$ cat src/hw/rtl/point_in_polygon_crossing_macros.svh
// Assertion macros for the point-in-polygon crossing block.
// Included by the top level, which carries the concurrent checks; expects clock and reset in scope.
`ifndef POINT_IN_POLYGON_CROSSING_MACROS_SVH
`define POINT_IN_POLYGON_CROSSING_MACROS_SVH

// Same-cycle implication.
`define PIPC_ASSERT_NOW(label, ante, cons, msg) \
   label: assert property (@(posedge clock) disable iff (reset) (ante) |-> (cons)) \
      else $error(msg);

// Next-cycle implication.
`define PIPC_ASSERT_NEXT(label, ante, cons, msg) \
   label: assert property (@(posedge clock) disable iff (reset) (ante) |=> (cons)) \
      else $error(msg);

`endif

$ cat src/hw/rtl/pipc_parity.sv
// Crossing parity accumulator and result register.
// Takes the toggle bits of both edge lanes; no package use.
`timescale 1ns / 1ps

module pipc_parity (
   input  logic clock,
   input  logic reset,
   input  logic fire,
   input  logic last,
   input  logic tog_edge,
   input  logic tog_close,
   input  logic rsp_stall,
   output logic rsp_valid,
   output logic rsp_inside_res
);

   logic parity_ff, parity_in;
   logic valid_ff, valid_in;
   logic inside_ff;
   logic parity_next;

   always_comb begin
      parity_next = parity_ff ^ tog_edge ^ tog_close;
      parity_in   = parity_ff;
      valid_in    = valid_ff && rsp_stall;
      if (fire) begin
         // Clear at the end of a polygon so the next one starts even.
         parity_in = last ? 1'b0 : parity_next;
         if (last) begin
            valid_in = 1'b1;
         end
      end
   end

   always_ff @(posedge clock) begin
      if (reset) begin
         parity_ff <= 1'b0;
         valid_ff  <= 1'b0;
      end else begin
         parity_ff <= parity_in;
         valid_ff  <= valid_in;
      end
   end

   always_ff @(posedge clock) begin
      if (fire && last) begin
         inside_ff <= parity_next;
      end
   end

   assign rsp_valid      = valid_ff;
   assign rsp_inside_res = inside_ff;

endmodule

$ cat config.mk
export PLATFORM = sky130hd
export DESIGN_NAME = pipc_parity
export DESIGN_NICKNAME = d
export VERILOG_FILES = /design/src/hw/rtl/point_in_polygon_crossing_macros.svh /design/src/hw/rtl/pipc_parity.sv
export SDC_FILE = /design/constraint.sdc
export NUM_CORES = 1
export LEC_CHECK = 0
export CORE_AREA = 2 2 39 41
export CTS_CLUSTER_DIAMETER = 30
export DETAILED_ROUTE_END_ITERATION = 10
export DIE_AREA = 0 0 41 43
export DONT_BUFFER_PORTS = 1
export HOLD_SLACK_MARGIN = 0.05
export PLACE_DENSITY_LB_ADDON = 0.08
export SLEW_MARGIN = 20
export SYNTH_ARGS = -nofsm -noshare
export SYNTH_HDL_FRONTEND = slang
export SYNTH_SLANG_ARGS = --single-unit
$ cat constraint.sdc
create_clock -name clock -period 0.95 [get_ports clock]
set_input_delay 0.19 -clock clock [delete_from_list [all_inputs] [get_ports clock]]
set_output_delay 0.19 -clock clock [all_outputs]
set_load 0.01 [all_outputs]
Word-level counts from Yosys, hierarchy flattened
Cells that the tools add are included.
{ "classes": {"addsub": 0, "multipliers": 0, "div": 0, "magnitude_cmp": 0, "eq_ne": 0, "shifts": 0, "muxes": 3, "bitwise_logic": 2, "reduce_logical": 2} }
{ "ops": {"columns": ["operator", "count"], "rows": [
  ["two-way mux 1 bit", 3],
  ["logical AND 1 bit", 2],
  ["bitwise XOR 1 bit", 2]
]} }
{ "word_totals": {"reg_bits": 3, "latch_bits": 0, "ramBits": 0, "mem_bits_ro": 0, "inputBits": 7, "output_inout_bits": 2, "elab_cells": 10, "memories": 0} }

Logic depth before layout (Yosys ltp)
{ "depth": {"ltp_word": 3, "ltp_mapped": 3} }

Worst setup path after synthesis
OpenSTA, ideal clock, no wires.
{ "synth_path": {"kind": "register to register", "start": "register parity_ff", "end": "register parity_ff", "setup_ns": 0.074, "arrival_time_ns": 0.932, "required_time_ns": 0.876, "path_slack_ns": -0.056, "stages_incl_launch_ff": 3, "path_buffers": 0, "path_cell_list": "dfxtp_1 or4b_1 a31oi_1"} }
{ "synth_between": {"elab_chain_len": 3} }
{ "synth_lines": {"columns": ["item", "line_no", "source"], "rows": [
  ["start: declaration", "pipc_parity.sv:17", "logic parity_ff, parity_in;"],
  ["start signal: assignment", "pipc_parity.sv:40", "parity_ff <= parity_in;"],
  ["bitwise XOR 1 bit (2 in series)", "pipc_parity.sv:23", "parity_next = parity_ff ^ tog_edge ^ tog_close;"],
  ["two-way mux 1 bit", "pipc_parity.sv:28", "parity_in = last ? 1'b0 : parity_next;"]
]} }
No other way between the ends.
A chain may end at the register's enable or synchronous reset.

Final worst setup path
Ends and elaborated chain as after synthesis.

==> run metrics <==
met2 WL between 150 and 200 um; CP Class reg -> reg; CTS resizes 0; Net Sw Power between 0.08 and 0.09 mW; crit path cell chain or4b_1, a31oi_1; initial core utilization a little under a tenth; Post-Synthesis Cells 12; post-synthesis register bit count 3; Layout Skew around 0.0001 ns; largest net degree at the start of global routing 4; vias per inst 3.43; via count 120; Final #Nets 27; clk sinks 3; internal power between 0.3 and 0.4 mW; outcome finished, violations left; Switching Share a little over a fifth; Comb power frac under 10%; fraction of layout cells with a size suffix above 1 a little over a quarter; Antenna Cells 0; gpl congestion roughly 0.64; core area around 1400 um2; critical path peak fanout 2; Fill cells roughly 160; final setup fails 1; FP Rows 14; CTS clk-pin slew, worst paths approximately 0.040 ns; Leak Pwr between 0.07 and 0.08 nW; drt drc 0; grt ovf 0; initial antenna violation count 0; peak per-stage delay on the critical path ~0.51 ns; Post-DP Area roughly 170 um2; max-slew violations 0; failing checks negative setup slack; syn nets 19; commonest non-fill, non-tap cells in the layout clkbuf_4 (3), xnor2_1 (2), dfxtp_1 (2), buf_4 (2); Max-Cap Viols 0; latest clock arrival within the worst-skew pair roughly 0.23 ns; relative slew slack slightly below 90%; most common cell after layout, fill and taps aside clkbuf_4; register area share after synthesis a little over half; WL met1 98 um; CP max stage cell or4b_1; Final period util 107%; Final Critical Period between 1 and 1.5 ns; Routed WL ~330 um; final-report hold violation count 0; drt pass-1 iters 2; DR iter-0 viols 1; Die Ht between 40 and 50 um; RSZ-0062 raised after global routing yes; Root Driver clkbuf_4; Die Footprint approximately 1800 um2; CP Launch Type flip-flop; global-route wire length before repair between 400 and 500 um; CP arrival approximately 1.2 ns; area growth from synthesis to layout 53.8%; sequential share of power approximately 36%; Post-DRT Antenna Nets 0; final worst hold slack about 0.11 ns; YS warnings 0; pwr dens between 2000 and 2500 nW/um2; Max Clock Freq between 900 and 1000 MHz; Num CTS Buffers 3; maximum VDD drop roughly 140 uV; Worst EP required 1.11 ns; Setup WS post-layout -0.0707 ns; setup total negative slack -0.0707 ns; Final Instance Area between 200 and 250 um2; die width between 40 and 50 um; Cell Area, Synth 133 um2; # IOs 9; CP bufs+invs 0; Tightest Hold Check Type in -> reg; post-detailed-route wirelength per cell around 9.3 um; DR top layer met4; I/O Buffers 0; wire length on met3 48 um; CTS H-Tree Depth 1; CTS tree done; clk buf depth 2; distinct cell type count after synthesis 10; worst slew pin tran between 0.15 and 0.2 ns; cell family with most CP delay simple AND/OR/NAND/NOR gates; vias in the first global route between 100 and 150; Crit. End Element flip-flop; Global Route Usage Sum 5.71%; synthesized area per cell ~11 um2; Clk pwr share ~55%
power by group through the flow:
stage | logic, mW | clock network [mW] | registers (mW)
6_report | 0.0389 | 0.227 | 0.149
5_1_grt | 0.0428 | 0.249 | 0.150
4_1_cts | 0.0397 | 0.243 | 0.149
3_5_place_dp | 0.0356 | 0 | 0.151
3_3_place_gp | 0.0363 | 0 | 0.151
2_1_floorplan | 0.0208 | 0 | 0.152
worst paths after layout:
path / startpoint / endpoint / slack, ns / cells after the start
worst min-delay path: rsp_stall / rsp_valid$_SDFF_PP0_ / 0.11 / 2
worst min register to register: parity_ff$_SDFFE_PP0P_ / parity_ff$_SDFFE_PP0P_ / 0.55 / 2
worst max register to register: parity_ff$_SDFFE_PP0P_ / parity_ff$_SDFFE_PP0P_ / -0.07 / 2
worst max-delay path: parity_ff$_SDFFE_PP0P_ / parity_ff$_SDFFE_PP0P_ / -0.07 / 2
cells in the mapped netlist, drive strengths merged:
library cell  count  share of area, %
xnor2             2                13
dfxtp             2                30
edfxtp            1                23
nand3b            1               5.7
nor2              1               2.8
a21oi             1               3.8
nand2b            1               4.7
a31oi             1               4.7
or4b              1               7.5
and2              1               4.7
kinds of logic (layout without fill, tap and decap cells):
logic type | after synthesis | in the layout | synth area share (%)
and+or+nand+nor | 5 | 5 | 25.5
DFF | 3 | 3 | 52.8
AOI/OAI and AO/OA | 2 | 2 | 8.49
xor gates and xnor gates | 2 | 2 | 13.2
buffers and inverters | 0 | 7 | 0
cell type report:
cell class	instances	area [um2]	area share [%]
well taps	16	20.0	9.82
flip-flops and latches	3	70.1	34.4
clock buffers	4	26.3	12.9
multi-input cells	9	62.6	30.7
repair buffers	3	25.0	12.3
sequential cells by signal (all words and copies together) (netlist names):
name and cells:
rsp_inside_res 1, rsp_valid 1, parity_ff 1
worst register-to-register path, cell delays in order, from the launching register on:
cell     delay, ns
dfxtp_1       0.30
or4b_1        0.52
a31oi_1       0.13
stage by stage:
stage / power [mW] / worst slack [ns] / util (%) / instances
global route: 0.443 / -0.121 / 14.7 / 35
CTS: 0.432 / -0.0791 / 14.7 / 35
detailed placement: 0.187 / -0.0784 / 12.1 / 30
finish: 0.415 / -0.0707 / 14.7 / 35
floorplan: 0.172 / -0.0559 / - / 12
global placement: 0.188 / -0.0613 / 12.1 / 30
routing by layer:
layer  global-route usage, %  vias to the layer above
li1                        -                       57
met1                    3.18                       54
met2                    5.94                        7
met3                    3.66                        2
met4                    14.0                        0
met5                       0                        -
what timing repair did:
action	in CTS	in global routing
buffers inserted	0	0
hold buffers	1	0
hold endpoints to repair	2	0
endpoints found under the setup margin	1	1
No activity file was read; power rests on OpenSTA's default activity.
