--- src/hw/rtl/point_in_polygon_crossing_macros.svh ---
// Assertion macros for the point-in-polygon crossing block.
// Included by the top level, which carries the concurrent checks; expects clock and reset in scope.
`ifndef POINT_IN_POLYGON_CROSSING_MACROS_SVH
`define POINT_IN_POLYGON_CROSSING_MACROS_SVH

// Same-cycle implication.
`define PIPC_ASSERT_NOW(label, ante, cons, msg) \
   label: assert property (@(posedge clock) disable iff (reset) (ante) |-> (cons)) \
      else $error(msg);

// Next-cycle implication.
`define PIPC_ASSERT_NEXT(label, ante, cons, msg) \
   label: assert property (@(posedge clock) disable iff (reset) (ante) |=> (cons)) \
      else $error(msg);

`endif

--- src/hw/rtl/pipc_pkg.sv ---
// Shared constants and types for the point-in-polygon crossing block.
// No dependencies.
`timescale 1ns / 1ps

package pipc_pkg;

   localparam int COORD_WIDTH_DEF = 32;

   // Stage load strobes for the edge lanes.
   typedef struct packed {
      logic ld_prep;
      logic ld_prod;
   } pipc_ctrl_type;

endpackage

--- src/hw/rtl/pipc_front.sv ---
// Polygon context and input register: first vertex, previous vertex, query point.
// Depends on pipc_pkg for the default coordinate width.
`timescale 1ns / 1ps

module pipc_front #(
   parameter int COORD_WIDTH = pipc_pkg::COORD_WIDTH_DEF
) (
   input  logic                          clock,
   input  logic                          reset,
   input  logic                          accept,
   input  logic signed [COORD_WIDTH-1:0] vert_x,
   input  logic signed [COORD_WIDTH-1:0] vert_y,
   input  logic signed [COORD_WIDTH-1:0] point_x,
   input  logic signed [COORD_WIDTH-1:0] point_y,
   input  logic                          last_vertex,
   output logic signed [COORD_WIDTH-1:0] cur_x,
   output logic signed [COORD_WIDTH-1:0] cur_y,
   output logic signed [COORD_WIDTH-1:0] old_x,
   output logic signed [COORD_WIDTH-1:0] old_y,
   output logic signed [COORD_WIDTH-1:0] first_x,
   output logic signed [COORD_WIDTH-1:0] first_y,
   output logic signed [COORD_WIDTH-1:0] query_x,
   output logic signed [COORD_WIDTH-1:0] query_y,
   output logic                          edge_en,
   output logic                          last
);

   logic                          mid_ff, mid_in;
   logic                          edge_en_ff, last_ff;
   logic signed [COORD_WIDTH-1:0] cur_x_ff, cur_y_ff, old_x_ff, old_y_ff;
   logic signed [COORD_WIDTH-1:0] first_x_ff, first_y_ff, first_x_in, first_y_in;
   logic signed [COORD_WIDTH-1:0] query_x_ff, query_y_ff, query_x_in, query_y_in;

   // Latch point and first vertex only at the start of a polygon.
   always_comb begin
      first_x_in = mid_ff ? first_x_ff : vert_x;
      first_y_in = mid_ff ? first_y_ff : vert_y;
      query_x_in = mid_ff ? query_x_ff : point_x;
      query_y_in = mid_ff ? query_y_ff : point_y;
      mid_in     = !last_vertex;
   end

   always_ff @(posedge clock) begin
      if (reset) begin
         mid_ff <= 1'b0;
      end else if (accept) begin
         mid_ff <= mid_in;
      end
   end

   always_ff @(posedge clock) begin
      if (accept) begin
         old_x_ff   <= cur_x_ff;
         old_y_ff   <= cur_y_ff;
         cur_x_ff   <= vert_x;
         cur_y_ff   <= vert_y;
         first_x_ff <= first_x_in;
         first_y_ff <= first_y_in;
         query_x_ff <= query_x_in;
         query_y_ff <= query_y_in;
         edge_en_ff <= mid_ff;
         last_ff    <= last_vertex;
      end
   end

   assign cur_x   = cur_x_ff;
   assign cur_y   = cur_y_ff;
   assign old_x   = old_x_ff;
   assign old_y   = old_y_ff;
   assign first_x = first_x_ff;
   assign first_y = first_y_ff;
   assign query_x = query_x_ff;
   assign query_y = query_y_ff;
   assign edge_en = edge_en_ff;
   assign last    = last_ff;

endmodule

--- config.mk ---
export PLATFORM = sky130hd
export DESIGN_NAME = pipc_front
export DESIGN_NICKNAME = d
export VERILOG_FILES = /design/src/hw/rtl/point_in_polygon_crossing_macros.svh /design/src/hw/rtl/pipc_pkg.sv /design/src/hw/rtl/pipc_front.sv
export SDC_FILE = /design/constraint.sdc
export NUM_CORES = 1
export LEC_CHECK = 0
export BUFFER_PORTS_ARGS = -buffer_cell sky130_fd_sc_hd__buf_2
export CORE_AREA = 2 2 151 153
export DETAILED_ROUTE_END_ITERATION = 16
export DIE_AREA = 0 0 153 155
export SKIP_CTS_REPAIR_TIMING = 1
export SYNTH_ARGS = -nofsm -noshare
export SYNTH_HDL_FRONTEND = slang
export SYNTH_SLANG_ARGS = --single-unit
export TNS_END_PERCENT = 10
--- constraint.sdc ---
create_clock -name clock -period 17.2 [get_ports clock]
set_clock_uncertainty 0.15 [all_clocks]
set_input_delay 3.44 -clock clock [delete_from_list [all_inputs] [get_ports clock]]
set_output_delay 3.44 -clock clock [all_outputs]
set_load 0.005 [all_outputs]
=== Word-level counts from Yosys, hierarchy flattened ===
Cells that the tools add are included.

* Register bits after elaboration: 259
* Output and inout bits: 258

* Bitwise gates (word level): 1
* Reductions and logical operators: 2

{| class="wikitable"
|+ Operators with widths
! operator !! number
|-
| $reduce_and 2->1 || 1
|-
| $logic_not 1->1 || 1
|-
| $not 1->1 || 1
|}

=== Longest topological paths before layout ===
* Depth in word-level cells: 2
* Depth in mapped cells: 2
* Mapped depth without buffers: 2

=== Worst setup path after synthesis ===
No wires, ideal clock.

* Path type: input port to flip-flop
* Start: input accept
* End: register first_x_ff[0], in the netlist first_x[0], enable pin
* Library setup time: 0.631 ns
* Arrival time: 8.988 ns
* Data required time: 16.419 ns
* Path slack: 7.431 ns
* Cell stages on the path: 1
* Cell sequence: nor2b_1

* Word-level cells in the longest chain between the ends: 1

{| class="wikitable"
|+ RTL lines
! what !! RTL line !! RTL
|-
| start, declared || pipc_front.sv:10 || <nowiki>input logic accept,</nowiki>
|-
| $reduce_and 2->1 (no source line) || n/a ||
|-
| end signal, assigned || pipc_front.sv:57 || <nowiki>first_x_ff <= first_x_in;</nowiki>
|-
| end, declared || pipc_front.sv:31 || <nowiki>logic signed [COORD_WIDTH-1:0] first_x_ff, first_y_ff, first_x_in, first_y_in;</nowiki>
|}

Every way passes these cells.
A chain may end at the register's enable or synchronous reset.

=== Worst setup path in the final report ===
* Start: input accept
* End: register query_y_ff[5], in the netlist query_y[5], enable pin

* Word-level cells in the longest chain between the ends: 1

{| class="wikitable"
|+ RTL lines
! what !! RTL line !! RTL
|-
| $reduce_and 2->1 (no source line) || n/a ||
|-
| end signal, assigned || pipc_front.sv:60 || <nowiki>query_y_ff <= query_y_in;</nowiki>
|-
| end, declared || pipc_front.sv:32 || <nowiki>logic signed [COORD_WIDTH-1:0] query_x_ff, query_y_ff, query_x_in, query_y_in;</nowiki>
|}

Every way passes these cells.

==> results.md <==
- Outcome: completed
- Post-DP HPWL: ~13 mm
- Cells taking the most area after synthesis: edfxtp_1, dfxtp_1, a211oi_1
- Clock slew at reported path FFs: about 0.060 ns
- Starting density of the core: roughly a third
- Initial drt markers: between 200 and 250
- Die height: between 150 and 200 µm
- RSZ-0062 raised after global routing: false
- IO Count: ~400
- #FFs+latches synth: about 260
- Post-synth top area share: between 90% and 100%
- Final Max Tran Viols: 0
- Max FO, Critical Path: 80
- Placer Congestion: ~0.77
- Slowest-stage cell, CP: buf_4
- Total CTS buffers: 26
- Post-DRT Antenna Nets: 0
- Comb pwr share: 5.7%
- Sw power: between 200 and 300 µW
- Worst Setup End Kind: flip-flop
- Final period util: between 30% and 40%
- Cell variety after synth: 5
- Crit path DAT: 5.83 ns
- Setup Total Neg Slack: 0 ns
- Multi-input logic area: around 25 µm²
- Buf+Inv Stages, Crit Path: 3
- Residual DRC: 0
- Vias per cell: 4.35
- Input/output buffers: between 300 and 400
- PD cells: between 100 and 150 nW/µm²
- Worst EP required: 17.18 ns
- CTS Buffer Depth: 3
- Syn_area_per_cell: around 30 µm²
- CTS H-tree depth: 1
- FILL cells: about 1.9k
- Core area: 22200 µm²
- Crit path time final: a little under 6 ns
- Overall Global Routing Usage: approximately 14%
- Die W: approximately 150 µm
- Non-Filler Instances: between 900 and 1k
- Setup violators final: 0
- Most frequent CP cell: buf_4
- Synthesized cell area: slightly below 8000 µm²
- Site Rows: 55
- Placed Instances: between 900 and 1k
- Max-slew headroom: 32.0%
- Tightest Pin Transition: approximately 1.0 ns
- Slowest stage delay, CP: 0.86 ns
- Post-Synthesis Cells: 262
- Cell accounting for the most synthesized area: edfxtp_1
- DIE AREA: roughly 24000 µm²
- Share of cells above drive strength 1: between 60 and 70%
- Vias in the first global route: 4555
- Startpoint Class: input pin
- Clock Tree Root: clkbuf_16
- DRT Wirelength: roughly 17 mm
- Max Freq: 171 MHz
- Clk sink count: between 200 and 300
- First-pass GRT wire length: around 26 mm
- Register area share after synthesis: between 90 and 100%
- Hold/Removal Path Class: reg -> reg
- CP delay by family, top: buffers and inverters
- Post-synth net total: 394
- Leak pwr: about 0.0045 µW
- WL/cell: 17.5 µm
- Hold Fails Final Rpt: 0
- Initial antenna violation count: 0
- Worst-skew pair later-pin latency: between 0.5 and 0.6 ns
- Largest net degree at the start of global routing: 81
- Crit-path cells: buf_4, nor2b_4, buf_4, buf_4
- Max VDD drop: around 95 µV
- WS Path Type: in -> reg
- Synth Warn #: 0
- Antenna diodes: 0
- Via count: 4290
- Storage element area: 7770 µm²
- Internal Power: around 1100 µW
- Grt total ovfl: 0
- Max Cap Viol: 0
- First drt pass iteration count: 4
- Sequential Power Share: 54.1%
- Clock power frac: between 40% and 50%
- Switching share of power: 19.6%
- Fin nets: 814
- Area delta synth->final: 41.2%
- CTS tree: done
-- kinds of logic after synthesis --
group | after synthesis | share of synthesized area, %
flip-flops | 259 | 99.8
AO/OA/AOI/OAI | 1 | 0.0965
AND/OR/NAND/NOR | 2 | 0.129
-- per-stage QoR --
step / total power (µW) / area, µm² / util (%) / setup slack (ns) / hold WS, ns
6_report: 1400 / 11000 / 49.4 / 11.36 / 0.295
3_5_place_dp: 854 / 10100 / 45.5 / 10.78 / 0.280
5_1_grt: 1460 / 11000 / 49.4 / 11.17 / 0.303
3_3_place_gp: 851 / 10100 / 45.5 / 10.92 / 0.278
4_1_cts: 1420 / 11000 / 49.4 / 11.36 / 0.295
2_1_floorplan: 786 / 7780 / - / 7.43 / 0.281
-- path summary, 6_finish.rpt --
kind              slack (ns)  depth (start not counted)    endpoint  startpoint
setup reg to reg       14.67                          3  query_y[5]      mid_ff
hold reg to reg         0.29                          0    old_x[5]    cur_x[5]
hold / removal          0.29                          0    old_x[5]    cur_x[5]
setup / recovery       11.36                          4  query_y[5]      accept
-- power by group through the flow --
| stage | registers, µW | clock network [µW] | logic [µW] |
|---|---|---|---|
| after floorplan | 780 | 0 | 6.01 |
| after global placement | 771 | 0 | 80.1 |
| after global routing | 763 | 605 | 87.0 |
| after detailed placement | 773 | 0 | 81.6 |
| final | 759 | 564 | 79.3 |
| after CTS | 760 | 580 | 81.6 |
-- cell usage after synthesis --
cell type	count
a211oi_1	1
dfxtp_1	1
edfxtp_1	258
nor2_1	1
nor2b_1	1
-- placed cells by master, fill, tap and decap left out, drive strengths merged --
cell type	count
nor2b	1
nor2	1
bufinv	4
buf	392
dfxtp	1
clkinv	9
edfxtp	258
clkbuf	33
a211oi	1
clkinvlp	1
-- registers in the layout, indices dropped and copies added (netlist names) --
name     cells
first_x     32
mid_ff       1
cur_y       32
old_y       32
edge_en      1
query_x     32
old_x       32
first_y     32
last         1
cur_x       32
query_y     32
-- layout make-up --
cell class                      count  area share [%]
Timing Repair Buffer              392            17.9
Sequential cell                   259            70.7
Clock inverter                     14            1.55
Multi-Input combinational cell      3           0.228
Clock buffer                       33            6.35
Tap cell                          285            3.24
-- layer usage --
metal / track usage (%) / routed length (µm) / up-vias / share of wire (%)
met5: 0 / 0 / - / 0
met4: 6.17 / 639 / 0 / 3.7
met3: 5.26 / 1860 / 50 / 11
met2: 24.3 / 8900 / 270 / 51
met1: 14.8 / 5910 / 2051 / 34
li1: - / - / 1919 / -
Power figures use the tool's default switching activity.
